## src/sv/gb5_pkg.sv

```systemverilog
`timescale 1ns / 1ps
// ----------------------------------------------------------------------------
// gb5_pkg
// Types and constants shared by the 5x5 Gaussian blur modules.
// ----------------------------------------------------------------------------
package gb5_pkg;

    localparam int KSIZE      = 5;
    localparam int PIX_W      = 8;
    localparam int SLOT_W     = 3;
    localparam int CFG_IDX_W  = 1;
    localparam int CFG_DATA_W = 11;

    // Register indexes of the configuration port.
    localparam logic [CFG_IDX_W-1:0] CFG_FRAME_WIDTH  = 1'd0;
    localparam logic [CFG_IDX_W-1:0] CFG_FRAME_HEIGHT = 1'd1;

    localparam logic [CFG_DATA_W-1:0] WIDTH_RESET  = 11'd640;
    localparam logic [CFG_DATA_W-1:0] HEIGHT_RESET = 11'd480;

    // Frame height limit, and the widths of the row counters that follow from it.
    localparam int ROW_LIMIT = 1024;
    localparam int HGT_W     = $clog2(ROW_LIMIT + 1);
    localparam int ROW_W     = $clog2(ROW_LIMIT + 4);
    localparam int OROW_W    = $clog2(ROW_LIMIT);

    // Kernel weights, total 159.
    localparam logic [0:4][0:4][3:0] WEIGHTS = '{
        '{4'd2, 4'd4,  4'd5,  4'd4,  4'd2},
        '{4'd4, 4'd9,  4'd12, 4'd9,  4'd4},
        '{4'd5, 4'd12, 4'd15, 4'd12, 4'd5},
        '{4'd4, 4'd9,  4'd12, 4'd9,  4'd4},
        '{4'd2, 4'd4,  4'd5,  4'd4,  4'd2}
    };

    // Column sum at most 49 * 255, total plus bias at most 40624.
    localparam int CSUM_W = 14;
    localparam int SUM_W  = 16;
    localparam logic [SUM_W-1:0] ROUND_BIAS = 16'd79;

    // Division by 159 as multiplication by ceil(2^24 / 159), exact below 2^16.
    localparam int RECIP_W     = 17;
    localparam int RECIP_SHIFT = 24;
    localparam logic [RECIP_W-1:0] RECIP = 17'd105518;

    // Five pixels of one image column, or the five row slots of a line store entry.
    typedef logic [0:KSIZE-1][PIX_W-1:0] gb5_col_t;

    // Control that travels with an item from the sequencer into the datapath.
    typedef struct packed {
        logic                          wr;
        logic [SLOT_W-1:0]             wslot;
        logic [PIX_W-1:0]              pixel;
        logic [0:KSIZE-1][SLOT_W-1:0]  rslot;
        logic                          emit;
        logic [1:0]                    ldist;
        logic [1:0]                    rdist;
        logic                          last;
    } gb5_ctrl_t;

endpackage

```

## src/sv/gb5_seq.sv

```systemverilog
`timescale 1ns / 1ps
// ----------------------------------------------------------------------------
// gb5_seq
// Frame sequencer: configuration registers, raster counters for input and
// output, and the per-item control for the line store and the kernel.
// ----------------------------------------------------------------------------
module gb5_seq #(
    parameter int MAX_WIDTH = 1024
) (
    input  logic                               clk,
    input  logic                               rst_n,
    input  logic                               cfg_we,
    input  logic [gb5_pkg::CFG_IDX_W-1:0]      cfg_idx,
    input  logic [gb5_pkg::CFG_DATA_W-1:0]     cfg_data,
    input  logic                               take,
    input  logic                               func,
    input  logic [gb5_pkg::PIX_W-1:0]          pixel,
    input  logic                               adv,
    output logic [$clog2(MAX_WIDTH)-1:0]       rd_addr,
    output logic                               b_valid,
    output logic [$clog2(MAX_WIDTH)-1:0]       b_addr,
    output gb5_pkg::gb5_ctrl_t                 b_ctrl
);
    import gb5_pkg::*;

    localparam int AW   = $clog2(MAX_WIDTH);
    localparam int WW   = $clog2(MAX_WIDTH + 1);
    localparam int CMPW = (WW > CFG_DATA_W) ? WW : CFG_DATA_W;

    logic [CFG_DATA_W-1:0] width_reg;
    logic [CFG_DATA_W-1:0] height_reg;
    logic [AW-1:0]         in_col_reg,  in_col_next;
    logic [ROW_W-1:0]      in_row_reg,  in_row_next;
    logic [SLOT_W-1:0]     in_slot_reg, in_slot_next;
    logic [AW-1:0]         out_col_reg, out_col_next;
    logic [OROW_W-1:0]     out_row_reg, out_row_next;
    logic                  b_valid_reg;
    logic [AW-1:0]         b_addr_reg;
    gb5_ctrl_t             b_ctrl_reg;

    logic [WW-1:0]    eff_w;
    logic [HGT_W-1:0] eff_h;
    logic             in_frame;
    logic             counted;
    logic             col_end;
    logic             ocol_end;
    logic             orow_end;
    logic [WW-1:0]    rem;
    gb5_ctrl_t        ctrl;

    function automatic logic [SLOT_W-1:0] slot_back(logic [SLOT_W-1:0] s,
                                                    logic [SLOT_W-1:0] age);
        logic [SLOT_W:0] tmp;
        tmp = {1'b0, s} + (SLOT_W + 1)'(KSIZE) - {1'b0, age};
        if (tmp >= (SLOT_W + 1)'(KSIZE))
        begin
            tmp = tmp - (SLOT_W + 1)'(KSIZE);
        end
        return tmp[SLOT_W-1:0];
    endfunction

    always_comb
    begin
        if (width_reg == '0)
        begin
            eff_w = WW'(1);
        end
        else if (CMPW'(width_reg) > CMPW'(MAX_WIDTH))
        begin
            eff_w = WW'(MAX_WIDTH);
        end
        else
        begin
            eff_w = WW'(width_reg);
        end

        if (height_reg == '0)
        begin
            eff_h = HGT_W'(1);
        end
        else if (HGT_W'(height_reg) > HGT_W'(ROW_LIMIT))
        begin
            eff_h = HGT_W'(ROW_LIMIT);
        end
        else
        begin
            eff_h = HGT_W'(height_reg);
        end
    end

    assign in_frame = in_row_reg < ROW_W'(eff_h);
    // A drain item before the last pixel of the frame is dropped unseen.
    assign counted  = !(func && in_frame);
    assign col_end  = WW'(in_col_reg) == eff_w - WW'(1);
    assign ocol_end = WW'(out_col_reg) == eff_w - WW'(1);
    assign orow_end = HGT_W'(out_row_reg) == eff_h - HGT_W'(1);
    assign rem      = eff_w - WW'(1) - WW'(out_col_reg);

    always_comb
    begin
        logic [ROW_W:0]    vr;
        logic [ROW_W:0]    excess;
        logic [SLOT_W-1:0] age;

        ctrl       = '0;
        ctrl.wr    = in_frame;
        ctrl.wslot = in_slot_reg;
        ctrl.pixel = pixel;

        // Output k lags input j by two rows and two pixels.
        ctrl.emit = (in_row_reg >= ROW_W'(4))
                 || (in_row_reg == ROW_W'(3) && eff_w >= WW'(2))
                 || (in_row_reg == ROW_W'(2) && in_col_reg >= AW'(2));
        ctrl.last = ctrl.emit && ocol_end && orow_end;

        ctrl.ldist = (out_col_reg >= AW'(2)) ? 2'd2 : out_col_reg[1:0];
        ctrl.rdist = (rem >= WW'(2)) ? 2'd2 : rem[1:0];

        // The fetched column covers rows in_row-4 .. in_row, clamped to the
        // frame; each row is found by its age against the newest row.
        excess = {1'b0, in_row_reg} + (ROW_W + 1)'(1) - (ROW_W + 1)'(eff_h);
        for (int i = 0; i < KSIZE; i++)
        begin
            vr = {1'b0, in_row_reg} + (ROW_W + 1)'(i);
            if (vr < (ROW_W + 1)'(4))
            begin
                age = in_row_reg[SLOT_W-1:0];
            end
            else if (vr > (ROW_W + 1)'(eff_h) + (ROW_W + 1)'(3))
            begin
                age = excess[SLOT_W-1:0];
            end
            else
            begin
                age = SLOT_W'(4 - i);
            end
            ctrl.rslot[i] = slot_back(in_slot_reg, age);
        end
    end

    always_comb
    begin
        in_col_next  = in_col_reg;
        in_row_next  = in_row_reg;
        in_slot_next = in_slot_reg;
        out_col_next = out_col_reg;
        out_row_next = out_row_reg;

        if (ctrl.last)
        begin
            in_col_next  = '0;
            in_row_next  = '0;
            in_slot_next = '0;
            out_col_next = '0;
            out_row_next = '0;
        end
        else
        begin
            if (col_end)
            begin
                in_col_next  = '0;
                in_row_next  = in_row_reg + ROW_W'(1);
                in_slot_next = (in_slot_reg == SLOT_W'(KSIZE - 1)) ? '0
                             : in_slot_reg + SLOT_W'(1);
            end
            else
            begin
                in_col_next = in_col_reg + AW'(1);
            end

            if (ctrl.emit)
            begin
                if (ocol_end)
                begin
                    out_col_next = '0;
                    out_row_next = out_row_reg + OROW_W'(1);
                end
                else
                begin
                    out_col_next = out_col_reg + AW'(1);
                end
            end
        end
    end

    always_ff @(posedge clk or negedge rst_n)
    begin
        if (!rst_n)
        begin
            width_reg   <= WIDTH_RESET;
            height_reg  <= HEIGHT_RESET;
            in_col_reg  <= '0;
            in_row_reg  <= '0;
            in_slot_reg <= '0;
            out_col_reg <= '0;
            out_row_reg <= '0;
            b_valid_reg <= 1'b0;
        end
        else
        begin
            if (cfg_we)
            begin
                case (cfg_idx)
                    CFG_FRAME_WIDTH:  width_reg  <= cfg_data;
                    CFG_FRAME_HEIGHT: height_reg <= cfg_data;
                    default:          ;
                endcase
                // A register write abandons the frame in progress.
                in_col_reg  <= '0;
                in_row_reg  <= '0;
                in_slot_reg <= '0;
                out_col_reg <= '0;
                out_row_reg <= '0;
            end
            else if (take && counted)
            begin
                in_col_reg  <= in_col_next;
                in_row_reg  <= in_row_next;
                in_slot_reg <= in_slot_next;
                out_col_reg <= out_col_next;
                out_row_reg <= out_row_next;
            end

            if (adv)
            begin
                b_valid_reg <= take && counted;
            end
        end
    end

    always_ff @(posedge clk)
    begin
        if (adv)
        begin
            b_addr_reg <= in_col_reg;
            b_ctrl_reg <= ctrl;
        end
    end

    assign rd_addr = in_col_reg;
    assign b_valid = b_valid_reg;
    assign b_addr  = b_addr_reg;
    assign b_ctrl  = b_ctrl_reg;

endmodule

```

## config.mk

```make
export PLATFORM = sky130hd
export DESIGN_NAME = gb5_seq
export DESIGN_NICKNAME = d
export VERILOG_FILES = /design/src/sv/gb5_pkg.sv /design/src/sv/gb5_seq.sv
export SDC_FILE = /design/constraint.sdc
export NUM_CORES = 1
export LEC_CHECK = 0
export BUFFER_PORTS_ARGS = -buffer_cell sky130_fd_sc_hd__buf_4
export CORE_MARGIN = 3
export CORE_UTILIZATION = 35
export CTS_CLUSTER_SIZE = 28
export DETAILED_ROUTE_END_ITERATION = 12
export GPL_TIMING_DRIVEN = 0
export PLACE_DENSITY = 0.52
export SLEW_MARGIN = 20
export SYNTH_ARGS = -nofsm -noshare
export SYNTH_HDL_FRONTEND = slang
export SYNTH_SLANG_ARGS = --single-unit
export TNS_END_PERCENT = 5
```

## constraint.sdc

```tcl
create_clock -name clk -period 14.74 [get_ports clk]
set_input_delay 1.474 -clock clk [delete_from_list [all_inputs] [get_ports clk]]
set_output_delay 1.474 -clock clk [all_outputs]
set_load 0.01 [all_outputs]
```

* Word level (Yosys, flattened, before mapping)
Index checks and enable logic that the tools add are counted.
** Word-level totals
- Register bits after elaboration :: 110
- Bits of input ports :: 26
- Output and inout bits :: 54
- Logic and storage cells :: 138
** Operators by class
- Add/subtract/negate cells :: 25
- Magnitude comparators :: 23
- Equality and inequality tests :: 6
- Muxes and demuxes :: 42
- Bitwise logic cells :: 1
- Reduce and logical (&&, ||, !) cells :: 20
** Operators by type and width (count)
- 10-bit 2-to-1 mux :: 14
- 11-bit 2-to-1 mux :: 8
- 3-bit 2-to-1 mux :: 20
- 12-bit greater-than comparator :: 4
- 12-bit by 3-bit < comparator with 1-bit output (second input constant) :: 4
- 11-bit by 2-bit adder with 12-bit output (second input constant) :: 3
- 10-bit by 11-bit equality test with 1-bit output :: 3
- 10-bit by 1-bit adder with 10-bit output (second input constant) :: 3
- 11-bit by 2-bit equality test with 1-bit output (second input constant) :: 2
- 11-bit by 2-bit >= comparator with 1-bit output (second input constant) :: 2
- 11-bit greater-than comparator (second input constant) :: 2
- 11-bit zero test :: 2
- 11-bit by 1-bit subtractor with 11-bit output (second input constant) :: 2
- 10-bit by 2-bit >= comparator with 1-bit output (second input constant) :: 2
- 4-bit by 3-bit >= comparator with 1-bit output (second input constant) :: 5
- 4-bit by 3-bit subtractor with 4-bit output :: 5
- 3-bit subtractor (second input constant) :: 5
- 11-bit by 1-bit adder with 12-bit output (second input constant) :: 1
- 11-bit by 3-bit adder with 12-bit output (second input constant) :: 1
- 11-bit by 12-bit greater-than comparator with 1-bit output :: 1
- 11-bit by 1-bit adder with 11-bit output (second input constant) :: 1
- 11-bit by 3-bit >= comparator with 1-bit output (second input constant) :: 1
- 11-bit < comparator :: 1
- 11-bit by 3-bit < comparator with 1-bit output (second input constant) :: 1
- 13 further kinds :: 24

* Logic depth before layout (Yosys ltp)
- Depth in word-level cells :: 12
- Gate-level depth with buffers :: 26
- Gate-level depth less buffers :: 24

* Worst setup path before layout
Ideal clock, no wire load.
- Path kind :: reg2reg
- Start point :: register height_reg[6]
- End point :: register b_ctrl_reg, in the netlist b_ctrl[10] (data pin)
- Library setup time :: 268 ps
- Arrival time :: 5626 ps
- Required time :: 14472 ps
- Slack :: 8846 ps
- Cell stages (with the launch flop) :: 22
- Clock period less this slack :: 5894 ps
- Cell sequence :: dfstp_2 -> buf_6 -> or4_4 -> o41ai_2 -> nand2_1 -> ha_1 -> clkbuf_1 -> nand2b_1 -> or4_1 -> nor2_1 -> a31oi_1 -> ha_1 -> nand4_1 -> or4b_2 -> and3_1 -> a22oi_1 -> ha_1 -> fa_1 -> ha_1 -> nor2b_1 -> o21ai_0 -> o21ai_0
** RTL lines
- start, declared :: line gb5_seq.sv:31 : logic [CFG_DATA_W-1:0] height_reg;
- start signal, assigned :: line gb5_seq.sv:205 : CFG_FRAME_HEIGHT: height_reg <= cfg_data;
- end signal, assigned :: line gb5_seq.sv:236 : b_ctrl_reg <= ctrl;
- end, declared :: line gb5_seq.sv:39 : gb5_ctrl_t b_ctrl_reg;

==> flow_summary.toml <==
[clock_tree]
cts_sinks = 110
cts_resized = 0
clkTransAtPathRegs_ns = 0.08
cts_hold_buf = 0
cts_buffers = 9
ctsRootBufferMaster = "clkbuf_16"
cts.htree.levels = 3
cts_buffer_depth = 2
clk_latency_ns = 0.36
cts_tree = "done"
postCtsSetupBuffers = 0

[yosys]
yosys_warnings = 0
syn_area_mm2 = 0.0102
ys_types = 90
yosys_most_used_dff = "dfrtp_1"
synthCells = 1132
synth.largest_area_cell = "dfrtp_1"
synth_edf_count = 43
synth_area_leaders = "dfrtp_1 15%, ha_1 14%, edfxtp_1 13%, xnor2_1 4.9%, nand2_1 3.1%"
ys_ff_latch = 110
seq_area_frac_synth_pct = 29.2
netlist.area_leader.share_pct = 15.0
avgSynthCellArea_um2 = 9.01
async_flop_share_pct = 60.9

[min_path]
holdPathEnd = "b_addr[7]"
whs_path_depth = 0
min_from = "rd_addr[7]"
min_path_type = "flop to flop"

[timing]
rsz0062_at_grt = "no"
clock.fmax_ghz = 0.141
timing.hold.ws_ns = 0.496
max_slew_margin_pct = 29.8
setup_violations = 0
finalHoldViolCount = 0
layout_setup_ws_ns = 7.67
tightest_slew_ns = 1.05
fin_skew_ns = 0.00928
tns_ns = 0
period_minus_slack_ns = 7.07
finalMaxSlewViolations = 0
period_share_pct = 48.0

[floorplan]
fp.dieW_um = 177
rows = 61
die_y_um = 177
ios = 80
core_area_mm2 = 0.0282
start_util_pct = 36.1
die-area_mm2 = 0.0312

[global_route]
grt_overflow = 0
grt_first_pass_wirelength_um = 46600
grt_usage_pct = 18.7
antenna_found_initial = 0
grt_max_degree = 68
grt_pass1_vias = 8421

[layout]
area_growth_syn_to_layout_pct = 13.7
drive_gt1_share_pct = 15.0
largest_reg_flops = 33
final_cell_mix = "112 x ha_1, 84 x nand2_1, 81 x buf_4"
fin_util_pct = 41.1
antenna_cells = 0
fillers = 2885
layout_commonest_cell = "ha_1"
final_nets = 1370

[critical_path]
rr_worst_depth = 24
critPathMaxStageDelay_ns = 0.54
reg2reg_from = "height_reg[6]"
arrival_ns = 7.17
r2r_setup_slack_ns = 7.67
crit_top_cell = "ha_1"
r2r-end = "b_ctrl[7]"
cp_slowest_cell = "or4_4"
critPathMaxFanout = 10
cp-start-kind = "flop"
required_ns = 14.84
worstPathCellList = "buf_6, or4_4, o41ai_2, nand2_1, ha_1, clkbuf_1, nand3b_1, xnor2_1, nand2_1, ha_1, nand3_1, a21oi_1, a211o_1, maj3_1, a221o_1, a221oi_1, or2_2, o21ai_0, ha_1, fa_1, ha_1, nor2b_1, o21ai_0, o21ai_0"
crit_path_end_kind = "flop"
critPathKind = "flop to flop"

[drt]
route.detailed.drc = 0
vias = 8755
routed_via_density = 5.44
drt_pre_antenna_iters = 8
wl_per_cell_um = 18.1
routed_wl_um = 29100
drt-initial-drc-count = 468
ant_nets = 0

[job]
max_cap_viol_count = 0

[status]
status = "finished, final reports clean"

[placement]
placement.io_buffers = 79
dp_slack_ns = 7.66
place.gp.congestion = 0.915
place_hpwl_um = 22800

[power]
cellLeakagePower_nw = 4.77
p_total_uw = 918
vdd_drop_max_mv = 0.0610
p_per_area_mw_per_mm2 = 79.2
layout make-up:
cell class	count	area (um^2)	share of cell area [%]
multi-input combinational	901	6730	58.0
inverter	67	251	2.17
timing repair buffer	79	593	5.11
clock inverter	7	92.6	0.798
buffer	57	260	2.24
tap	378	473	4.08
clock buffer	9	225	1.94
sequential	110	2980	25.7
power by group:
part	internal (mW)	switching [mW]	total [mW]
registers	0.337	0.0175	0.355
clock network	0.138	0.129	0.267
logic	0.120	0.177	0.297
worst max-delay path: cells and delay by family (launching register included):
kind | cells | cell delay (ns)
buffers and inverters | 2 | 0.40
flip-flops | 1 | 0.37
XOR/XNOR | 1 | 0.15
AND/OR/NAND/NOR | 7 | 1.76
AO/OA/AOI/OAI | 8 | 2.08
adder cells (fa/ha/maj) | 6 | 2.04
routing by layer:
layer	GRT usage, %	wire length, um
met3	2.36	977
met5	0	0
met1	25.5	13600
met4	3.08	286
met2	32.4	14300
synthesized netlist by cell type, drive strengths merged (5+ instances only):
cell     number
ha          112
nand2        85
nor2         69
inv          67
o21ai        67
dfrtp        61
xnor2        57
a21oi        49
edfxtp       43
nand3        42
clkbuf       40
xor2         34
mux2         27
nor3         27
nor4         26
nor2b        22
nand4        20
nand2b       18
a21o         17
buf          17
and3         16
or3          15
a22oi        14
o211ai       12
o21a         12
o31ai        11
or4          11
nand3b       10
a211oi        7
and4          7
fa            7
dfstp         6
o2111ai       6
a311oi        5
a31oi         5
maj3          5
nand4b        5
nor3b         5
o21bai        5
o22ai         5
or4b          5
how the worst max path moves through the flow:
stage                             start    endpoint  slack [ns]
after detailed placement  height_reg[6]   b_ctrl[7]        7.66
after global routing      height_reg[6]  b_ctrl[12]        7.12
final                     height_reg[6]   b_ctrl[7]        7.67
after CTS                 height_reg[6]   b_ctrl[7]        7.64
after floorplan           height_reg[6]  b_ctrl[10]        8.85
after global placement    height_reg[6]   b_ctrl[7]        7.67
metrics by stage:
| step | instances | cell area [um^2] |
|---|---|---|
| floorplan | 1135 | 10200 |
| CTS | 1608 | 11600 |
| global route | 1608 | 11600 |
| detailed placement | 1592 | 11300 |
| finish | 1608 | 11600 |
| global placement | 1592 | 11300 |
logic make-up (layout without fill, tap and decap cells):
logic type,count (synthesis),count (layout),share of synthesized area [%]
and+or+nand+nor,401,401,21.7
muxes,31,31,3.38
other,1,4,0.0368
adders and majority gates,124,124,15.6
buffers and inverters,124,219,5.02
DFF,110,110,29.2
AOI/OAI and AO/OA,249,249,17.0
xor gates and xnor gates,92,92,8.04
Power figures use the tool's default switching activity.
