## src/sv/gb5_pkg.sv

```systemverilog
`timescale 1ns / 1ps
// ----------------------------------------------------------------------------
// gb5_pkg
// Types and constants shared by the 5x5 Gaussian blur modules.
// ----------------------------------------------------------------------------
package gb5_pkg;

    localparam int KSIZE      = 5;
    localparam int PIX_W      = 8;
    localparam int SLOT_W     = 3;
    localparam int CFG_IDX_W  = 1;
    localparam int CFG_DATA_W = 11;

    // Register indexes of the configuration port.
    localparam logic [CFG_IDX_W-1:0] CFG_FRAME_WIDTH  = 1'd0;
    localparam logic [CFG_IDX_W-1:0] CFG_FRAME_HEIGHT = 1'd1;

    localparam logic [CFG_DATA_W-1:0] WIDTH_RESET  = 11'd640;
    localparam logic [CFG_DATA_W-1:0] HEIGHT_RESET = 11'd480;

    // Frame height limit, and the widths of the row counters that follow from it.
    localparam int ROW_LIMIT = 1024;
    localparam int HGT_W     = $clog2(ROW_LIMIT + 1);
    localparam int ROW_W     = $clog2(ROW_LIMIT + 4);
    localparam int OROW_W    = $clog2(ROW_LIMIT);

    // Kernel weights, total 159.
    localparam logic [0:4][0:4][3:0] WEIGHTS = '{
        '{4'd2, 4'd4,  4'd5,  4'd4,  4'd2},
        '{4'd4, 4'd9,  4'd12, 4'd9,  4'd4},
        '{4'd5, 4'd12, 4'd15, 4'd12, 4'd5},
        '{4'd4, 4'd9,  4'd12, 4'd9,  4'd4},
        '{4'd2, 4'd4,  4'd5,  4'd4,  4'd2}
    };

    // Column sum at most 49 * 255, total plus bias at most 40624.
    localparam int CSUM_W = 14;
    localparam int SUM_W  = 16;
    localparam logic [SUM_W-1:0] ROUND_BIAS = 16'd79;

    // Division by 159 as multiplication by ceil(2^24 / 159), exact below 2^16.
    localparam int RECIP_W     = 17;
    localparam int RECIP_SHIFT = 24;
    localparam logic [RECIP_W-1:0] RECIP = 17'd105518;

    // Five pixels of one image column, or the five row slots of a line store entry.
    typedef logic [0:KSIZE-1][PIX_W-1:0] gb5_col_t;

    // Control that travels with an item from the sequencer into the datapath.
    typedef struct packed {
        logic                          wr;
        logic [SLOT_W-1:0]             wslot;
        logic [PIX_W-1:0]              pixel;
        logic [0:KSIZE-1][SLOT_W-1:0]  rslot;
        logic                          emit;
        logic [1:0]                    ldist;
        logic [1:0]                    rdist;
        logic                          last;
    } gb5_ctrl_t;

endpackage

```

## src/sv/gb5_kernel.sv

```systemverilog
`timescale 1ns / 1ps
// ----------------------------------------------------------------------------
// gb5_kernel
// Window of five columns with edge replication, weighted sums, rounding
// division by 159 and the output register.
// ----------------------------------------------------------------------------
module gb5_kernel (
    input  logic                        clk,
    input  logic                        rst_n,
    input  logic                        b_valid,
    input  gb5_pkg::gb5_ctrl_t          b_ctrl,
    input  gb5_pkg::gb5_col_t           colvec,
    input  logic                        out_ready,
    output logic                        adv,
    output logic                        out_valid,
    output logic [gb5_pkg::PIX_W-1:0]   blurred,
    output logic                        last_of_frame
);
    import gb5_pkg::*;

    localparam int PROD_W = SUM_W + RECIP_W;

    // Index 0 holds the newest column, two columns right of the centre.
    gb5_col_t          win_reg [KSIZE];
    logic              c_valid_reg;
    logic [1:0]        c_ldist_reg;
    logic [1:0]        c_rdist_reg;
    logic              c_last_reg;
    logic              d_valid_reg;
    logic [CSUM_W-1:0] d_sum_reg [KSIZE];
    logic              d_last_reg;
    logic              e_valid_reg;
    logic [SUM_W-1:0]  e_n_reg;
    logic              e_last_reg;
    logic              out_valid_reg;
    logic [PIX_W-1:0]  out_pix_reg;
    logic              out_last_reg;

    gb5_col_t          tapv [KSIZE];
    logic [CSUM_W-1:0] csum [KSIZE];
    logic [SUM_W-1:0]  total;
    logic [PROD_W-1:0] prod;

    function automatic logic [CSUM_W-1:0] col_sum(gb5_col_t v, int t);
        logic [CSUM_W-1:0] acc;
        acc = '0;
        for (int i = 0; i < KSIZE; i++)
        begin
            acc = acc + CSUM_W'(WEIGHTS[i][t]) * CSUM_W'(v[i]);
        end
        return acc;
    endfunction

    // The whole pipeline holds only when a finished result waits in the
    // output register and another one stands right behind it.
    assign adv = !(e_valid_reg && out_valid_reg && !out_ready);

    always_comb
    begin
        // Columns beyond the left or right edge repeat the edge column.
        tapv[0] = (c_ldist_reg == 2'd2) ? win_reg[4]
                : (c_ldist_reg == 2'd1) ? win_reg[3] : win_reg[2];
        tapv[1] = (c_ldist_reg != 2'd0) ? win_reg[3] : win_reg[2];
        tapv[2] = win_reg[2];
        tapv[3] = (c_rdist_reg != 2'd0) ? win_reg[1] : win_reg[2];
        tapv[4] = (c_rdist_reg == 2'd2) ? win_reg[0]
                : (c_rdist_reg == 2'd1) ? win_reg[1] : win_reg[2];
        for (int t = 0; t < KSIZE; t++)
        begin
            csum[t] = col_sum(tapv[t], t);
        end
    end

    always_comb
    begin
        total = ROUND_BIAS;
        for (int t = 0; t < KSIZE; t++)
        begin
            total = total + SUM_W'(d_sum_reg[t]);
        end
    end

    assign prod = PROD_W'(e_n_reg) * PROD_W'(RECIP);

    always_ff @(posedge clk)
    begin
        if (adv)
        begin
            if (b_valid)
            begin
                win_reg[0] <= colvec;
                for (int k = 1; k < KSIZE; k++)
                begin
                    win_reg[k] <= win_reg[k-1];
                end
            end
            c_ldist_reg <= b_ctrl.ldist;
            c_rdist_reg <= b_ctrl.rdist;
            c_last_reg  <= b_ctrl.last;
            for (int t = 0; t < KSIZE; t++)
            begin
                d_sum_reg[t] <= csum[t];
            end
            d_last_reg <= c_last_reg;
            e_n_reg    <= total;
            e_last_reg <= d_last_reg;
        end
        if (adv && e_valid_reg)
        begin
            out_pix_reg  <= prod[RECIP_SHIFT +: PIX_W];
            out_last_reg <= e_last_reg;
        end
    end

    always_ff @(posedge clk or negedge rst_n)
    begin
        if (!rst_n)
        begin
            c_valid_reg   <= 1'b0;
            d_valid_reg   <= 1'b0;
            e_valid_reg   <= 1'b0;
            out_valid_reg <= 1'b0;
        end
        else
        begin
            if (adv)
            begin
                c_valid_reg <= b_valid && b_ctrl.emit;
                d_valid_reg <= c_valid_reg;
                e_valid_reg <= d_valid_reg;
            end
            if (adv && e_valid_reg)
            begin
                out_valid_reg <= 1'b1;
            end
            else if (out_ready)
            begin
                out_valid_reg <= 1'b0;
            end
        end
    end

    assign out_valid     = out_valid_reg;
    assign blurred       = out_pix_reg;
    assign last_of_frame = out_last_reg;

endmodule

```

## config.mk

```make
export PLATFORM = sky130hd
export DESIGN_NAME = gb5_kernel
export DESIGN_NICKNAME = d
export VERILOG_FILES = /design/src/sv/gb5_pkg.sv /design/src/sv/gb5_kernel.sv
export SDC_FILE = /design/constraint.sdc
export NUM_CORES = 1
export LEC_CHECK = 0
export ABC_AREA = 0
export BUFFER_PORTS_ARGS = -buffer_cell sky130_fd_sc_hd__buf_2
export CAP_MARGIN = 30
export CORE_MARGIN = 2
export CORE_UTILIZATION = 48
export CTS_CLUSTER_DIAMETER = 100
export DETAILED_ROUTE_END_ITERATION = 6
export GPL_TIMING_DRIVEN = 0
export PLACE_DENSITY = 0.67
export SLEW_MARGIN = 10
export SYNTH_ARGS = -nofsm -noshare
export SYNTH_HDL_FRONTEND = slang
export SYNTH_SLANG_ARGS = --single-unit
```

## constraint.sdc

```tcl
create_clock -name clk -period 7.4 [get_ports clk]
set_input_delay 1.48 -clock clk [delete_from_list [all_inputs] [get_ports clk]]
set_output_delay 1.48 -clock clk [all_outputs]
set_load 0.005 [all_outputs]
```

[Word-level counts from Yosys, hierarchy flattened]
Memories as Yosys holds them, arrays and structs flattened.
Index checks and enable logic that the tools add are counted.
Storage, ports and cells
  output and inout port bits: 11
  bits of input ports: 77
  bits in registers: 36
  ROM bits: 0
  logic and storage cells: 78
  memories: 2
  memory bits (writable): 270
  bits in latches: 0
Memory list
  win_reg: depth 5, width 40, rd ports 5, clocked after memory_dff 0, write ports 5, line gb5_kernel.sv:24  | gb5_col_t win_reg [KSIZE];
  d_sum_reg: depth 5, width 14, rd ports 5, clocked after memory_dff 0, write ports 5, line gb5_kernel.sv:30  | logic [CSUM_W-1:0] d_sum_reg [KSIZE];
Operators by class
  reductions and logical operators: 9
  bitwise logic cells: 0
  order comparisons: 0
  shift operators: 0
  multiplexer cells: 12
  add/sub/neg operators: 25
  multipliers: 14
  div/mod/pow operators: 0
  equality and inequality tests: 4
Operators by type and width (count)
  2-to-1 mux 40 bit: 6
  multiplier 4 x 8 -> 12 bit, first input constant: 5
  adder 16 x 14 -> 16 bit: 3
  multiplier 3 x 8 -> 11 bit, first input constant: 4
  adder 13 x 12 -> 14 bit: 3
  adder 14 x 12 -> 14 bit: 3
  multiplier 2 x 8 -> 10 bit, first input constant: 4
  multiplier 16 x 16 -> 31 bit, second input constant: 1
  adder 13 x 9 -> 14 bit: 2
  adder 14 x 10 -> 14 bit: 2
  adder 10 x 12 -> 13 bit: 2
  adder 12 x 10 -> 13 bit: 2
  adder 11 x 11 -> 12 bit: 2
  adder 9 x 10 -> 11 bit: 2
  adder 15 x 14 -> 16 bit: 1
  adder 7 x 14 -> 15 bit, first input constant: 1
  adder 14 x 11 -> 14 bit: 1
  adder 11 x 12 -> 13 bit: 1
  2-to-1 mux 1 bit: 6
  nonzero test 2 bit: 3
  equality test 2 x 1 -> 1 bit, second input constant: 2
  equality test 2 bit, second input constant: 2
  logical AND 1 bit: 4
  zero test 1 bit: 2

[Depth between registers and ports, before layout]
Gate-level depths: netlist of run 1.
  word-level depth: 7
  depth in mapped cells: 23
  depth with buffers taken out: 22

[Worst setup path after synthesis of run 1]
No wires, ideal clock.
  path kind: input to register
  start point: input out_ready
  end point: memory win_reg[0][0] (netlist name) (enable)
  arrival time: 8489 ps
  library setup time: 581 ps
  setup slack: -1670 ps
  required time: 6819 ps
  path buffers: 0
  stages: 2
  cells stage by stage: nand3b_1 and2_1
RTL lines
  from (decl): line gb5_kernel.sv:13  | input logic out_ready,
  to (decl): line gb5_kernel.sv:24

==> results.json, run 1 <==
{
  "routed_wl_um": 66600,
  "min_from": "c_last_reg",
  "syn_nets": 3137,
  "synthDistinctLibCells": 54,
  "critPathRequiredTime_ps": 7730,
  "post_synth_inst_count": 2382,
  "period_needed_ps": 7070,
  "cts_setup_buffers": 0,
  "die_h_um": 244,
  "std_cell_rows": 87,
  "period_share": 0.955,
  "fin_nets": 3247,
  "hold-worst-slack_ps": 420,
  "grt_antenna_before_repair": 0,
  "globalplace.congestion": 0.949,
  "ys_ff_latch": 304,
  "grt_pass1_wl_um": 104000,
  "area_growth_pct": 9.76,
  "yosys-top-cells-count": "inv_1, ha_1, fa_1, edfxtp_1, a21oi_1",
  "cp_max_fo": 10,
  "yosys_warnings": 0,
  "setup_viol": 0,
  "max_freq_ghz": 0.141,
  "cts.sinks": 304,
  "worst_pin_slew_ps": 959,
  "cp-startpoint": "c_rdist_reg[1]",
  "critPathLaunchType": "flip-flop",
  "cts_hold_buf": 0,
  "layout_setup_ws_ps": 332,
  "min_path_type": "flip-flop to flip-flop",
  "num_vias": 17374,
  "n_fill_cell": 4902,
  "grt_pass1_vias": 19166,
  "largest_reg_flops": 200,
  "place_area_um2": 29100,
  "port-buffer-count": 60,
  "groute.usage.overall": 0.232,
  "yosysTopAreaCellShare": 0.326,
  "drive_above_1_share": 0.0884,
  "die_w_um": 244,
  "syn_avg_cell_area_um2": 11.6,
  "slew_violations": 0,
  "synth_area_leader_cell": "edfxtp_1",
  "grt_start_max_net_pins": 63,
  "critPathKind": "flip-flop to flip-flop",
  "post-place-ws_ps": 31.4,
  "clkTransAtPathRegs_ps": 60,
  "async_reset_ff_frac": 0.0132,
  "skew_ps": 43.8,
  "die_area_um2": 59500,
  "end_kind": "flip-flop",
  "synth-edff-count": 300,
  "arrival_ps": 7400,
  "htreeDepth": 2,
  "final_antenna_net_count": 0,
  "slew-limit-headroom": 0.361,
  "grt.overflow.total": 0,
  "yosys-top-cells-area": "edfxtp_1, fa_1, ha_1",
  "status": "completed",
  "maxCapViolCount": 0,
  "synth_most_common_cell": "inv_1",
  "first_iter_violations": 973,
  "worstSkewPairLatency_ps": 590,
  "numCtsBuffers": 39,
  "synthFlopType": "edfxtp_1",
  "synth_area_um2": 27600,
  "fin_area_um2": 30300,
  "report.final.hold_viol_count": 0,
  "routedWlPerCell_um": 20.3,
  "synth_seq_area_share": 0.330,
  "postLayoutCoreUtil": 0.535,
  "drc": 0,
  "cts_tree": "yes",
  "viasPerCell": 5.30,
  "core-area_um2": 56700,
  "root_buffer": "clkbuf_16",
  "drt-pass1-iter-count": 5,
  "cts_max_path_buffers": 3,
  "multi_input_area_um2": 16200,
  "dp.final_hpwl_um": 55000,
  "pin_count": 88,
  "diodes": 0,
  "seqCellArea_um2": 9110,
  "rr_startpoint": "c_rdist_reg[1]",
  "start_util": 0.487,
  "rsz0062_at_grt": "false"
}
==> critical path: stages (launching register included) <==
cell      delay (ps)
edfxtp_1         360
buf_4            170
nor2_2           240
clkbuf_2         390
clkbuf_1         630
mux2_2           440
ha_1             300
fa_1             500
inv_1             60
fa_1             550
inv_1             50
fa_1             470
inv_1             50
fa_1             360
inv_1             70
ha_1             260
nor2b_1          140
o21ai_0          250
a21boi_0         180
o21ai_1          370
a21oi_1          160
o21ai_0          220
or4b_1           450
o311ai_0         140
==> metal layers <==
layer  GRT usage  vias up  share of wire
li1            -     8075              -
met1       0.276     8724           0.40
met2       0.418      415           0.51
met3      0.0318      160          0.040
met4      0.0990        0          0.045
met5           0        -              0
==> cell families (layout without fill, tap and decap cells) <==
| kind of cell | Yosys count | in the layout | share of synthesized area |
|---|---|---|---|
| adders and majority gates | 678 | 678 | 0.392 |
| buffers and inverters | 630 | 771 | 0.0859 |
| AOI/OAI and AO/OA | 318 | 318 | 0.0738 |
| DFF | 304 | 304 | 0.330 |
| and+or+nand+nor | 229 | 229 | 0.0389 |
| muxes | 135 | 135 | 0.0523 |
| xor gates and xnor gates | 88 | 88 | 0.0279 |
==> area by class of cell <==
class                      count  share of cell area
clock inverter                26             0.00858
multi-input combinational   1448               0.533
tap                          756              0.0312
sequential                   304               0.300
clock buffer                  46              0.0334
timing repair buffer          69              0.0156
inverter                     584              0.0723
buffer                        46             0.00614
==> through the flow <==
stage / std cells / setup TNS, ps
3_3_place_gp: 3198 / -408200
6_report: 3279 / 0
5_1_grt: 3279 / 0
3_5_place_dp: 3207 / 0
4_1_cts: 3279 / 0
2_1_floorplan: 2382 / 0
==> repair_timing <==
item                                    in CTS  in global routing
endpoints found under the setup margin       1                  2
resized for setup                            1                  5
gates cloned                                 0                  0
hold endpoints to repair                     0                  0
==> path summary, 6_finish.rpt <==
check                              endpoint  slack [ps]  depth (start not counted)
max                        d_sum_reg[0][55]         330                         23
min                              d_last_reg         420                          0
max reg2reg                d_sum_reg[0][55]         330                         23
min reg2reg                      d_last_reg         420                          0
max in group asynchronous       d_valid_reg        6580                          1
min in group asynchronous         out_valid         690                          1
==> placed cells by master (no fill, tap or decap), types with 4 or more instances in the layout <==
master / n
inv_1: 584
ha_1: 366
fa_1: 312
edfxtp_1: 300
a21oi_1: 99
nor2_1: 94
mux2_2: 75
buf_2: 61
mux2i_1: 60
xnor2_1: 56
a211oi_1: 52
o21ai_0: 49
nand2_1: 45
nor2b_1: 40
clkbuf_16: 39
a21o_1: 35
clkbuf_1: 33
xor2_1: 32
o22ai_1: 20
o21bai_1: 16
nand2b_1: 14
buf_1: 12
nor3_1: 9
nand3_1: 8
a21boi_0: 7
clkinvlp_4: 6
clkinv_1: 6
clkinv_2: 6
buf_8: 6
o21a_1: 5
o21ai_1: 5
a31oi_1: 5
clkbuf_2: 4
o22a_1: 4
or3_1: 4
o211ai_1: 4
dfrtp_1: 4
Power of run 1 is not shown: default switching activity piles up to over one toggle a cycle in this logic, so the estimate is an artifact.
==> inputs of run 2 (changes only) <==
--- a/config.mk
+++ b/config.mk
@@ -7,7 +7,7 @@
 export LEC_CHECK = 0
 export ABC_AREA = 0
 export BUFFER_PORTS_ARGS = -buffer_cell sky130_fd_sc_hd__buf_2
-export CAP_MARGIN = 30
+export CAP_MARGIN = 10
 export CORE_MARGIN = 2
 export CORE_UTILIZATION = 48
 export CTS_CLUSTER_DIAMETER = 100
==> constraint.sdc (replaced) <==
create_clock -name clk -period 7.4 [get_ports clk]
set_input_delay 0.37 -clock clk [delete_from_list [all_inputs] [get_ports clk]]
set_output_delay 0.37 -clock clk [all_outputs]
set_load 0.005 [all_outputs]
==> run 2 against run 1 <==
  * Clock-buffer cell count unchanged
  * Fmax increased by 0.10%
  * First-iteration DRC count increased by 7.9%
  * Via count increased by 0.89%
  * Register-to-register slack about the same
  * Setup slack improved by 7.2 ps
  * Routed wire length increased by 0.92%
  * Core utilization increased by 0.79 points
  * Clock skew increased by 0.74 ps
  * Critical path type unchanged
  * Critical endpoint unchanged
  * Largest cell class unchanged
  * Highest routed layer unchanged
==> results.json, run 2 (synthesis gave the netlist of run 1 again) <==
{
  "status": "completed",
  "grt.overflow.total": 0,
  "num_vias": 17529,
  "cts_setup_buffers": 0,
  "grt_start_max_net_pins": 63,
  "htreeDepth": 2,
  "critPathRequiredTime_ps": 7730,
  "worstSkewPairLatency_ps": 590,
  "critPathLaunchType": "flip-flop",
  "final_antenna_net_count": 0,
  "final_common_cell": "inv_1",
  "critPathKind": "flip-flop to flip-flop",
  "viasPerCell": 5.27,
  "slew_violations": 0,
  "first_iter_violations": 1050,
  "routed_wl_um": 67200,
  "root_buffer": "clkbuf_16",
  "max_freq_ghz": 0.142,
  "diodes": 0,
  "dpl.cell_count": 3207,
  "dp.final_hpwl_um": 55000,
  "drt-pass1-iter-count": 5,
  "drive_above_1_share": 0.0868,
  "r2r_slack_ps": 340,
  "stdcell_count": 3324,
  "numCtsBuffers": 39,
  "cts_tree": "yes",
  "cp_max_fo": 10,
  "grt_pass1_vias": 19433,
  "die_h_um": 244,
  "rsz0062_at_grt": "false",
  "globalplace.congestion": 0.949,
  "std_cell_rows": 87,
  "slew-limit-headroom": 0.365,
  "routedWlPerCell_um": 20.2,
  "groute.usage.overall": 0.234,
  "arrival_ps": 7390,
  "grt_antenna_before_repair": 0,
  "die_w_um": 244,
  "start_util": 0.487,
  "report.final.hold_viol_count": 0,
  "drc": 0,
  "area_growth_pct": 11.4,
  "grt_pass1_wl_um": 105000,
  "core-area_um2": 56700,
  "die_area_um2": 59500,
  "largest_reg_flops": 200,
  "skew_ps": 44.6,
  "final_cell_mix": "inv_1, ha_1, fa_1",
  "clkTransAtPathRegs_ps": 60,
  "setup_viol": 0,
  "period_needed_ps": 7060,
  "port-buffer-count": 60,
  "end_kind": "flip-flop",
  "period_share": 0.954,
  "maxCapViolCount": 0,
  "fin_nets": 3292,
  "cts_max_path_buffers": 3,
  "pin_count": 88,
  "worst_pin_slew_ps": 953,
  "min_path_type": "input pin to flip-flop",
  "cts.sinks": 304
}
==> run 2: cell types whose count changed in the layout (fill, tap and decap cells not counted) <==
cell           before  now
dlygate4sd3_1       0   45
==> run 2: metrics by stage <==
stage	area, um^2	setup TNS [ps]	util	worst slack [ps]	hold slack, ps
4_1_cts	30800	0	0.543	49.9	0.356
5_1_grt	30800	0	0.543	9.63	18.3
3_3_place_gp	28900	-215380	0.509	-1100	174
3_5_place_dp	29100	0	0.512	31.4	178
6_report	30800	0	0.543	339	26.9
2_1_floorplan	27600	0	-	1400	74.4
==> run 2: routing by layer <==
metal | part of all wire | GRT usage | up-vias | routed length, um
met3 | 0.040 | 0.0318 | 162 | 2710
li1 | - | - | 8162 | -
met1 | 0.40 | 0.277 | 8785 | 27000
met5 | 0 | 0 | - | 0
met2 | 0.51 | 0.424 | 420 | 34400
met4 | 0.045 | 0.100 | 0 | 3060
==> run 2: final timing paths <==
check | start | endpoint | cells past startpoint
setup / recovery | c_rdist_reg[1] | d_sum_reg[0][55] | 23
hold / removal | b_ctrl[4] | c_ldist_reg[1] | 1
min in group asynchronous | rst_n | out_valid | 2
max in group asynchronous | rst_n | d_valid_reg | 2
hold reg to reg | c_last_reg | d_last_reg | 0
setup reg to reg | c_rdist_reg[1] | d_sum_reg[0][55] | 23
==> run 2: worst max-delay path, stage by stage, from the launching register on <==
cell and delay, ps:
edfxtp_1 360, buf_4 170, nor2_2 240, clkbuf_2 390, clkbuf_1 620, mux2_2 430
ha_1 300, fa_1 500, inv_1 60, fa_1 540, inv_1 50, fa_1 470
inv_1 50, fa_1 360, inv_1 70, ha_1 260, nor2b_1 140, o21ai_0 260
a21boi_0 180, o21ai_1 370, a21oi_1 160, o21ai_0 220, or4b_1 450, o311ai_0 140
==> run 2: cell type report <==
class,instances,area (um^2)
tap,756,946
clock buffer,46,1010
clock inverter,26,260
inverter,584,2190
fill,4863,25900
timing repair buffer,114,923
sequential,304,9110
multi-input combinational,1448,16200
buffer,46,186
==> run 2: timing repair <==
action | 4_1_cts | 5_1_grt
pin swaps | 0 | 0
setup endpoints to repair | 1 | 2
hold endpoints to repair | 47 | 1
hold buffers | 44 | 1
gates resized for setup | 1 | 5
Power of run 2 is left out for the same reason.
==> inputs of run 3 (changes only) <==
--- a/config.mk
+++ b/config.mk
@@ -5,7 +5,7 @@
 export SDC_FILE = /design/constraint.sdc
 export NUM_CORES = 1
 export LEC_CHECK = 0
-export ABC_AREA = 0
+export ABC_AREA = 1
 export BUFFER_PORTS_ARGS = -buffer_cell sky130_fd_sc_hd__buf_2
 export CAP_MARGIN = 10
 export CORE_MARGIN = 2
==> run 3 against run 2 <==
  * Synthesized cell count up 14%
  * Clock-buffer cell count unchanged
  * Flip-flop and latch count unchanged
  * Setup slack better by 970 ps
  * First-iteration DRC count up 37%
  * Core utilization down 0.42 points
  * Final cell count up 11%
==> results.json, run 3 <==
{
  "diodes": 0,
  "synth_area_leader_cell": "edfxtp_1",
  "yosys-top-cells-area": "edfxtp_1, fa_1, ha_1",
  "arrival_ps": 6370,
  "final_antenna_net_count": 0,
  "final_common_cell": "inv_1",
  "drc": 0,
  "post_synth_inst_count": 2726,
  "synth_area_um2": 27900,
  "max_stage_delay_ps": 590,
  "core-area_um2": 57600,
  "synthDistinctLibCells": 43,
  "report.final.hold_viol_count": 0,
  "port-buffer-count": 60,
  "final_cell_mix": "inv_1, nand2_1, ha_1",
  "drt-pass1-iter-count": 5,
  "end_kind": "flip-flop",
  "grt_start_max_net_pins": 53,
  "cts_resized": 0,
  "pin_count": 88,
  "cts_max_path_buffers": 3,
  "ys_ff_latch": 304,
  "grt_pass1_vias": 20674,
  "die_w_um": 245,
  "critPathRequiredTime_ps": 7680,
  "critPathKind": "flip-flop to flip-flop",
  "skew_ps": 36.5,
  "dp.final_hpwl_um": 64000,
  "grt_pass1_wl_um": 119000,
  "cts_tree": "yes",
  "synth_most_common_cell": "inv_1",
  "crit_slowest_cell": "edfxtp_1",
  "worstSkewPairLatency_ps": 590,
  "clkTransAtPathRegs_ps": 70,
  "num_vias": 19474,
  "cts_setup_buffers": 0,
  "htreeDepth": 2,
  "stdcell_count": 3674,
  "area_growth_pct": 11.2,
  "globalplace.congestion": 0.953,
  "maxCapViolCount": 0,
  "largest_reg_flops": 200,
  "dpl.cell_count": 3559,
  "cp_num_buf_inv": 3,
  "min_path_type": "input pin to flip-flop",
  "grt.overflow.total": 0,
  "synth_seq_area_share": 0.327,
  "routed_wl_um": 77000,
  "std_cell_rows": 88,
  "worst_pin_slew_ps": 984,
  "async_reset_ff_frac": 0.0132,
  "period_share": 0.822,
  "setup_viol": 0,
  "slew-limit-headroom": 0.337,
  "fin_area_um2": 31000,
  "yosys-top-cells-count": "inv_1, nand2_1, ha_1, fa_1, edfxtp_1",
  "syn_nets": 3481,
  "fin_nets": 3635,
  "viasPerCell": 5.30,
  "critPathLaunchType": "flip-flop",
  "cp_max_fo": 6,
  "start_util": 0.484,
  "grt_antenna_before_repair": 2,
  "slew_violations": 0,
  "drive_above_1_share": 0.0567,
  "synthFlopType": "edfxtp_1",
  "cts.sinks": 304,
  "die_area_um2": 60000,
  "place_area_um2": 29300,
  "cp_top_family": "adder cells",
  "n_fill_cell": 5080,
  "status": "completed",
  "routedWlPerCell_um": 21.0,
  "syn_avg_cell_area_um2": 10.2,
  "layout_setup_ws_ps": 1310,
  "groute.usage.overall": 0.265,
  "numCtsBuffers": 38,
  "post-place-ws_ps": 1470,
  "first_iter_violations": 1441,
  "max_freq_ghz": 0.164,
  "cp_common_cell": "fa_1",
  "yosys_warnings": 0,
  "root_buffer": "clkbuf_16",
  "yosysTopAreaCellShare": 0.323,
  "period_needed_ps": 6090,
  "cp_cell_sequence": "ha_1 > fa_1 > a21oi_1 > o21ai_0 > xor2_1 > fa_1 > fa_1 > inv_1 > fa_1 > inv_1 > fa_1 > inv_1 > ha_1 > a21oi_1 > o21ai_0 > a21oi_1 > o21ai_0 > xor2_1",
  "die_h_um": 245,
  "rsz0062_at_grt": "false",
  "synth-edff-count": 300
}
## run 3: worst reg2reg max path, stage by stage (launching register included)
cell      delay, ps
edfxtp_1        590
ha_1            370
fa_1            430
a21oi_1         170
o21ai_0         130
xor2_1          190
fa_1            440
fa_1            540
inv_1            50
fa_1            530
inv_1            50
fa_1            470
inv_1            50
ha_1            380
a21oi_1         170
o21ai_0         100
a21oi_1         400
o21ai_0         190
xor2_1          540
## run 3: cell type report
| class | instances | area (um^2) | share of cell area |
|---|---|---|---|
| buffer | 39 | 171 | 0.00553 |
| clock buffer | 46 | 981 | 0.0316 |
| clock inverter | 23 | 260 | 0.00839 |
| inverter | 732 | 2750 | 0.0887 |
| multi-input combinational | 1651 | 15900 | 0.511 |
| sequential | 304 | 9110 | 0.294 |
| tap | 765 | 957 | 0.0309 |
| timing repair buffer | 114 | 928 | 0.0299 |
## run 3: final timing paths
path | startpoint | end | slack, ps | depth (start not counted)
setup / recovery | win_reg[0][89] | d_sum_reg[0][41] | 1310 | 18
min in group asynchronous | rst_n | d_valid_reg | 150 | 2
setup reg to reg | win_reg[0][89] | d_sum_reg[0][41] | 1310 | 18
max in group asynchronous | rst_n | e_valid_reg | 7120 | 2
hold / removal | b_ctrl[5] | c_valid_reg | 60 | 2
hold reg to reg | c_last_reg | d_last_reg | 420 | 0
## run 3: through the flow
stage	hold WS, ps	utilization	setup TNS, ps
4_1_cts	53.4	0.539	0
2_1_floorplan	74.4	-	0
5_1_grt	62.2	0.539	0
6_report	64.9	0.539	0
3_3_place_gp	187	0.506	-286020
3_5_place_dp	190	0.509	0
## run 3: metal layers
layer	vias up	wire length, um	global-route usage
li1	9031	-	-
met3	184	4720	0.0376
met4	2	4490	0.139
met5	-	12	0
met1	9600	30000	0.320
met2	657	37800	0.461
## run 3: cells by family after synthesis
| kind of cell | count (synthesis) | share of synthesized area |
|---|---|---|
| and+or+nand+nor | 550 | 0.0796 |
| buffers and inverters | 771 | 0.105 |
| DFF | 304 | 0.327 |
| xor gates and xnor gates | 77 | 0.0242 |
| adders and majority gates | 678 | 0.388 |
| AOI/OAI and AO/OA | 346 | 0.0766 |
## run 3: timing repair
action	in CTS	in global routing
endpoints found under the setup margin	0	0
hold endpoints to repair	49	0
hold buffers	46	0
Power of run 3 is left out for the same reason.
